--- config.mk ---
export PLATFORM = sky130hd
export DESIGN_NAME = token_bucket_limiter_unit
export DESIGN_NICKNAME = d
export VERILOG_FILES = /design/src/rtl/tbl_pkg.sv /design/src/rtl/tbl_cfg_regs.sv /design/src/rtl/tbl_refill.sv /design/src/rtl/token_bucket_limiter_unit.sv
export SDC_FILE = /design/constraint.sdc
export NUM_CORES = 2
export LEC_CHECK = 0
export BUFFER_PORTS_ARGS = -buffer_cell sky130_fd_sc_hd__buf_2
export CAP_MARGIN = 20
export CORE_ASPECT_RATIO = 0.5
export CORE_MARGIN = 4
export CORE_UTILIZATION = 45
export DETAILED_ROUTE_END_ITERATION = 10
export PLACE_DENSITY = 0.71
export SETUP_SLACK_MARGIN = 0.2
export SLEW_MARGIN = 10
export SYNTH_ARGS = -nofsm -noshare
export SYNTH_HDL_FRONTEND = slang
export SYNTH_SLANG_ARGS = --single-unit
--- constraint.sdc ---
create_clock -name clk -period 17.34 [get_ports clk]
set_input_delay 2.601 -clock clk [delete_from_list [all_inputs] [get_ports clk]]
set_output_delay 2.601 -clock clk [all_outputs]
set_load 0.01 [all_outputs]
--- src/rtl/tbl_pkg.sv ---
package tbl_pkg;

    localparam int LEVEL_W     = 32;
    localparam int RATE_W      = 32;
    localparam int BURST_W     = 16;
    localparam int CFG_INDEX_W = 2;
    localparam int CFG_DATA_W  = 32;

    localparam int TIME_BITS_DEFAULT = 48;
    localparam int FRAC_BITS_DEFAULT = 16;

    localparam logic [RATE_W-1:0]  RATE_RESET  = 32'h0001_0000;
    localparam logic [BURST_W-1:0] BURST_RESET = 16'd1;
    localparam logic [LEVEL_W-1:0] LEVEL_MAX   = '1;

    typedef enum logic [CFG_INDEX_W-1:0] {
        CFG_RATE  = 2'd0,
        CFG_BURST = 2'd1
    } cfg_reg_t;

    typedef struct packed {
        logic [RATE_W-1:0]  rate_per_tick;
        logic [BURST_W-1:0] burst_size;
    } tbl_cfg_t;

endpackage

--- src/rtl/tbl_cfg_regs.sv ---
module tbl_cfg_regs
    import tbl_pkg::*;
(
    input  logic                   clk,
    input  logic                   rst_n,
    input  logic                   cfg_valid,
    output logic                   cfg_ready,
    input  logic [CFG_INDEX_W-1:0] cfg_index,
    input  logic [CFG_DATA_W-1:0]  cfg_data,
    output tbl_cfg_t               cfg
);

    tbl_cfg_t cfg_reg;
    tbl_cfg_t cfg_next;

    assign cfg_ready = 1'b1;
    assign cfg       = cfg_reg;

    always_comb
    begin
        cfg_next = cfg_reg;
        if (cfg_valid)
        begin
            case (cfg_index)
                CFG_RATE:  cfg_next.rate_per_tick = cfg_data[RATE_W-1:0];
                CFG_BURST: cfg_next.burst_size    = cfg_data[BURST_W-1:0];
                default:   cfg_next = cfg_reg; // ignore unknown registers
            endcase
        end
    end

    always_ff @(posedge clk or negedge rst_n)
    begin
        if (!rst_n)
        begin
            cfg_reg.rate_per_tick <= RATE_RESET;
            cfg_reg.burst_size    <= BURST_RESET;
        end
        else
        begin
            cfg_reg <= cfg_next;
        end
    end

endmodule

--- src/rtl/tbl_refill.sv ---
module tbl_refill
    import tbl_pkg::*;
#(
    parameter int TIME_BITS = TIME_BITS_DEFAULT,
    parameter int FRAC_BITS = FRAC_BITS_DEFAULT
)
(
    input  tbl_cfg_t             cfg,
    input  logic [TIME_BITS-1:0] now,
    input  logic [TIME_BITS-1:0] last_grant_time,
    input  logic [LEVEL_W-1:0]   token_level,
    output logic                 grant,
    output logic [LEVEL_W-1:0]   level_next
);

    localparam int CAP_W = BURST_W + FRAC_BITS;
    localparam logic [LEVEL_W-1:0] ONE_TOKEN = LEVEL_W'(1) << FRAC_BITS;

    logic [CAP_W-1:0]          cap_wide;
    logic                      cap_over;
    logic [LEVEL_W-1:0]        cap;
    logic [LEVEL_W-1:0]        room;
    logic [TIME_BITS-1:0]      elapsed;
    logic                      elapsed_big;
    logic [LEVEL_W-1:0]        elapsed_lo;
    logic [2*LEVEL_W-1:0]      gain;
    logic                      fill;
    logic [LEVEL_W-1:0]        level_ref;

    assign cap_wide = {cfg.burst_size, {FRAC_BITS{1'b0}}};

    generate
        if (CAP_W > LEVEL_W)
        begin : g_cap_wide
            assign cap_over = |cap_wide[CAP_W-1:LEVEL_W];
        end
        else
        begin : g_cap_narrow
            assign cap_over = 1'b0;
        end
    endgenerate

    always_comb
    begin
        if (cfg.burst_size == '0 || cap_over)
            cap = LEVEL_MAX;
        else
            cap = LEVEL_W'(cap_wide);
    end

    assign room    = cap - token_level;
    // hold elapsed at zero when the clock appears to run backwards
    assign elapsed = (now > last_grant_time) ? now - last_grant_time : '0;

    generate
        if (TIME_BITS > LEVEL_W)
        begin : g_time_wide
            assign elapsed_big = |elapsed[TIME_BITS-1:LEVEL_W];
            assign elapsed_lo  = elapsed[LEVEL_W-1:0];
        end
        else
        begin : g_time_narrow
            assign elapsed_big = 1'b0;
            assign elapsed_lo  = LEVEL_W'(elapsed);
        end
    endgenerate

    assign gain = {{LEVEL_W{1'b0}}, elapsed_lo} * {{LEVEL_W{1'b0}}, cfg.rate_per_tick};

    assign fill = (cfg.rate_per_tick == '0) || (token_level >= cap) || elapsed_big
                  || (gain >= {{LEVEL_W{1'b0}}, room});

    assign level_ref  = fill ? cap : token_level + gain[LEVEL_W-1:0];
    assign grant      = (level_ref >= ONE_TOKEN);
    assign level_next = level_ref - ONE_TOKEN;

endmodule

--- src/rtl/token_bucket_limiter_unit.sv ---
// Token bucket policer. Each request transfer carries a timestamp in ticks; the
// block answers every request with one result transfer whose allowed bit says
// whether a token was taken. Tokens accrue at rate_per_tick (fixed point with
// FRAC_BITS fraction bits) for the ticks since the last granted request and are
// capped at burst_size whole tokens; a rate of zero refills the bucket at once
// and a burst of zero gives the largest 32-bit capacity. A timestamp older than
// the last grant counts as no elapsed time. A refused request leaves the bucket
// untouched. Requests go through an input register and a result register; a
// new request is taken every cycle while the result channel is not stalled,
// and the combinational refill path (one 32x32 multiply, an add and the
// capacity compares) reads and updates the bucket state. Write the
// configuration only while no request is in flight.
module token_bucket_limiter_unit
    import tbl_pkg::*;
#(
    parameter int TIME_BITS = TIME_BITS_DEFAULT,
    parameter int FRAC_BITS = FRAC_BITS_DEFAULT
)
(
    input  logic                   clk,
    input  logic                   rst_n,
    // request channel
    input  logic                   req_valid,
    output logic                   req_stall,
    input  logic [TIME_BITS-1:0]   request_time,
    // result channel
    output logic                   res_valid,
    input  logic                   res_stall,
    output logic                   allowed,
    // configuration write channel
    input  logic                   cfg_valid,
    output logic                   cfg_ready,
    input  logic [CFG_INDEX_W-1:0] cfg_index,
    input  logic [CFG_DATA_W-1:0]  cfg_data
);

    tbl_cfg_t cfg;

    // input register
    logic                 in_valid_reg;
    logic                 in_valid_next;
    logic [TIME_BITS-1:0] in_time_reg;

    // bucket state
    logic [LEVEL_W-1:0]   token_level_reg;
    logic [LEVEL_W-1:0]   token_level_next;
    logic [TIME_BITS-1:0] last_grant_reg;
    logic [TIME_BITS-1:0] last_grant_next;

    // result register
    logic                 res_valid_reg;
    logic                 res_valid_next;
    logic                 allowed_reg;
    logic                 allowed_next;

    logic                 grant;
    logic [LEVEL_W-1:0]   level_after;
    logic                 res_free;
    logic                 fire;
    logic                 req_take;

    tbl_cfg_regs u_cfg (
        .clk       (clk),
        .rst_n     (rst_n),
        .cfg_valid (cfg_valid),
        .cfg_ready (cfg_ready),
        .cfg_index (cfg_index),
        .cfg_data  (cfg_data),
        .cfg       (cfg)
    );

    tbl_refill #(
        .TIME_BITS (TIME_BITS),
        .FRAC_BITS (FRAC_BITS)
    ) u_refill (
        .cfg             (cfg),
        .now             (in_time_reg),
        .last_grant_time (last_grant_reg),
        .token_level     (token_level_reg),
        .grant           (grant),
        .level_next      (level_after)
    );

    // The result register frees up when empty or when its transfer completes;
    // the held request then runs through the refill path and, if granted, updates the bucket.
    assign res_free  = !res_valid_reg || !res_stall;
    assign fire      = in_valid_reg && res_free;
    assign req_stall = in_valid_reg && !fire;
    assign req_take  = req_valid && !req_stall;

    assign res_valid = res_valid_reg;
    assign allowed   = allowed_reg;

    always_comb
    begin
        in_valid_next    = req_take || (in_valid_reg && !fire);
        res_valid_next   = fire || (res_valid_reg && res_stall);
        allowed_next     = fire ? grant : allowed_reg;
        token_level_next = token_level_reg;
        last_grant_next  = last_grant_reg;
        if (fire && grant)
        begin
            // take one token and advance the grant time
            token_level_next = level_after;
            last_grant_next  = in_time_reg;
        end
    end

    always_ff @(posedge clk or negedge rst_n)
    begin
        if (!rst_n)
        begin
            in_valid_reg    <= 1'b0;
            res_valid_reg   <= 1'b0;
            token_level_reg <= '0;
            last_grant_reg  <= '0;
        end
        else
        begin
            in_valid_reg    <= in_valid_next;
            res_valid_reg   <= res_valid_next;
            token_level_reg <= token_level_next;
            last_grant_reg  <= last_grant_next;
        end
    end

    always_ff @(posedge clk)
    begin
        if (req_take)
            in_time_reg <= request_time;
        allowed_reg <= allowed_next;
    end

    // a refused or absent request leaves the bucket alone
    a_state_hold: assert property (@(posedge clk) disable iff (!rst_n)
        !(fire && grant) |=> $stable(token_level_reg) && $stable(last_grant_reg))
        else $error("bucket state changed without a grant");

    // every processed request shows up as a result carrying its decision
    a_result: assert property (@(posedge clk) disable iff (!rst_n)
        fire |=> res_valid_reg && (allowed_reg == $past(grant)))
        else $error("result does not follow the processed request");

    // a grant records the request time
    a_grant_time: assert property (@(posedge clk) disable iff (!rst_n)
        fire && grant |=> last_grant_reg == $past(in_time_reg))
        else $error("grant time not recorded");

    // an accepted request is always held for processing
    a_capture: assert property (@(posedge clk) disable iff (!rst_n)
        req_take |=> in_valid_reg)
        else $error("accepted request lost");

endmodule
==> results.toml <==
[logic_synthesis]
yosysSeqAreaShare_pct = 9.84
ys_types = 85
synth_area_leaders = "fa_1, ha_1, inv_1"
syn_avg_cell_area_um2 = 8.73
synth_warnings = 0
synth_edf_count = 49
synth_top_area_share_pct = 37.5
yosys.area.top_type = "fa_1"
syn_area_mm2 = 0.0481
netlist_instances = 5506
synthArstFlopShare_pct = 72.6
synth-main-ff-cell = "dfrtp_1"
synth_nets = 6900
synth-seq-cells = 179

[layout]
final_common_cell = "inv_1"
n_antenna_cell = 0
final_cell_mix = "inv_1, fa_1, nand2_1"
area_growth_pct = 5.33
layout-drive-gt1-share_pct = 6.35
nets = 6818

[place]
place.gp.congestion = 0.971
place_hpwl_mm = 115
portBuffers = 89

[setup_path]
slowest_stage = "fa_1"
cp_data_required_time_ps = 17710
cpMostUsedCell = "fa_1"
worstPathArrival_ps = 16750
regToRegEndpoint = "last_grant_reg[0]"
cp-start-kind = "flip-flop"
cpPeakStageDelay_ps = 540
rr_startpoint = "in_time_reg[0]"
end_kind = "flip-flop"
worstSetupEndpoint = "last_grant_reg[0]"
r2r_slack_ps = 970
startpoint = "in_time_reg[0]"
cp_max_fo = 47
crit_type = "reg2reg"
reg2reg_depth = 59

[floorplanning]
core_mm2 = 0.106
initial_utilization_pct = 45.5
rows = 84
io_pins = 91
die-area_mm2 = 0.112
die_y_um = 239
die_w_um = 470

[sta]
rsz0062_at_grt = "false"
min_period_ps = 16370
fin_skew_ps = 21.7
slew_headroom_pct = -0.591
period_share_pct = 94.4
tightest_slew_ps = 1500
setup-violations-final = 0
setup_tns_ps = 0
finalHoldViolCount = 0
fmax_mhz = 61.1
drv_slew = 1

[cts]
clk_path_buf_depth = 2
cts_buffers = 17
insertion_delay_ps = 500
cts.sinks = 179
htree_levels = 4
cts_tree = "done"
holdBufCountCts = 0
clk_pin_slew_worst_paths_ps = 70
cts_root_buffer = "clkbuf_16"

[route]
vias_per_cell = 5.60
dr_total_vias = 38400
antenna_left = 0
avgRoutedWirePerCell_um = 20.8
drc = 0
first_pass_iters = 5
drtIter0Drc = 3360
drt_wl_total_mm = 142

[min_path]
hold_path.class = "reg2reg"
whs_path_depth = 1

[run_status]
failed_checks = "max-capacitance violations, max-slew violations"
outcome = "finished with violations"

[job]
maxCapViolations = 1

[global_route]
grt-ovfl-total = 0
grt_use_total_pct = 25.5
grt_max_degree = 108
grt_pass1_wl_mm = 226
grt_pass1_vias = 40600
antenna_found_initial = 4
cell usage after synthesis, types with 15 or more instances:
| cell | count |
|---|---|
| nand2b_1 | 23 |
| mux2_2 | 53 |
| a31oi_1 | 21 |
| o21bai_1 | 28 |
| edfxtp_1 | 49 |
| nand2_1 | 763 |
| a211oi_1 | 21 |
| nor2b_1 | 15 |
| nor4_1 | 35 |
| nand3_1 | 41 |
| o21a_1 | 38 |
| and2_1 | 477 |
| fa_1 | 899 |
| o21ai_1 | 61 |
| and3_1 | 16 |
| xor2_1 | 62 |
| a21o_1 | 80 |
| nor3_1 | 48 |
| nor2_1 | 218 |
| clkbuf_1 | 250 |
| o21ai_0 | 109 |
| a21oi_1 | 222 |
| dfrtp_1 | 128 |
| nand4_1 | 56 |
| ha_1 | 408 |
| o211ai_1 | 19 |
| xnor2_1 | 86 |
| or2_2 | 16 |
| or3_1 | 16 |
| inv_1 | 1048 |
metrics by stage:
stage | worst slack [ps] | util [%] | std cells | hold slack, ps | instance area, um2
final | 966 | 48.0 | 6856 | 487 | 50600
after global routing | 201 | 48.0 | 6856 | 501 | 50600
after floorplan | 3140 | - | 5506 | 449 | 48100
after detailed placement | 626 | 47.3 | 6817 | 471 | 49900
after global placement | 896 | 47.3 | 6816 | 470 | 49900
after CTS | 561 | 47.8 | 6849 | 487 | 50500
per-layer routing:
| metal | part of all wire (%) | vias up | track usage [%] |
|---|---|---|---|
| li1 | - | 17000 | - |
| met1 | 43 | 19500 | 35.7 |
| met2 | 45 | 1648 | 41.1 |
| met3 | 9.2 | 224 | 4.48 |
| met4 | 2.7 | 4 | 6.78 |
| met5 | 0.016 | - | 0 |
area by class of cell:
cell class,instances,area (um2)
Fill cell,9973,54900
Clock buffer,19,453
Inverter,1048,3930
Tap cell,1419,1780
Sequential cell,179,4730
Clock inverter,13,139
Timing Repair Buffer,173,1160
Multi-Input combinational cell,4005,38400
how the worst min path moves through the flow:
stage / start / endpoint / slack [ps]
final: in_valid_reg / res_valid / 490
after floorplan: in_valid_reg / res_valid / 450
after detailed placement: in_valid_reg / res_valid / 470
after CTS: in_valid_reg / res_valid / 490
after global placement: in_valid_reg / res_valid / 470
after global routing: in_valid_reg / res_valid / 500
logic make-up after synthesis:
group | synth area share [%]
AND/OR/NAND/NOR | 17.9
XOR/XNOR | 2.70
adder cells (fa/ha/maj) | 48.1
multiplexers | 1.61
other | 0.00780
flip-flops | 9.84
AO/OA/AOI/OAI | 9.39
buffers and inverters | 10.5
critical path: cells and delay by family (launching register included):
| family | cells | cell delay, ps |
|---|---|---|
| adder cells (fa/ha/maj) | 13 | 5000 |
| AO/OA/AOI/OAI | 17 | 4540 |
| buffers and inverters | 9 | 1470 |
| flip-flops | 1 | 390 |
| multiplexers | 3 | 790 |
| AND/OR/NAND/NOR | 16 | 3520 |
| XOR/XNOR | 1 | 510 |
what timing repair did:
| item | in CTS | in global routing |
|---|---|---|
| buffers inserted | 0 | 0 |
| setup endpoints to repair | 0 | 80 |
| gates resized for setup | 0 | 5 |
Power is not shown: default switching activity piles up to over one toggle a cycle in this logic, so the estimate is an artifact.
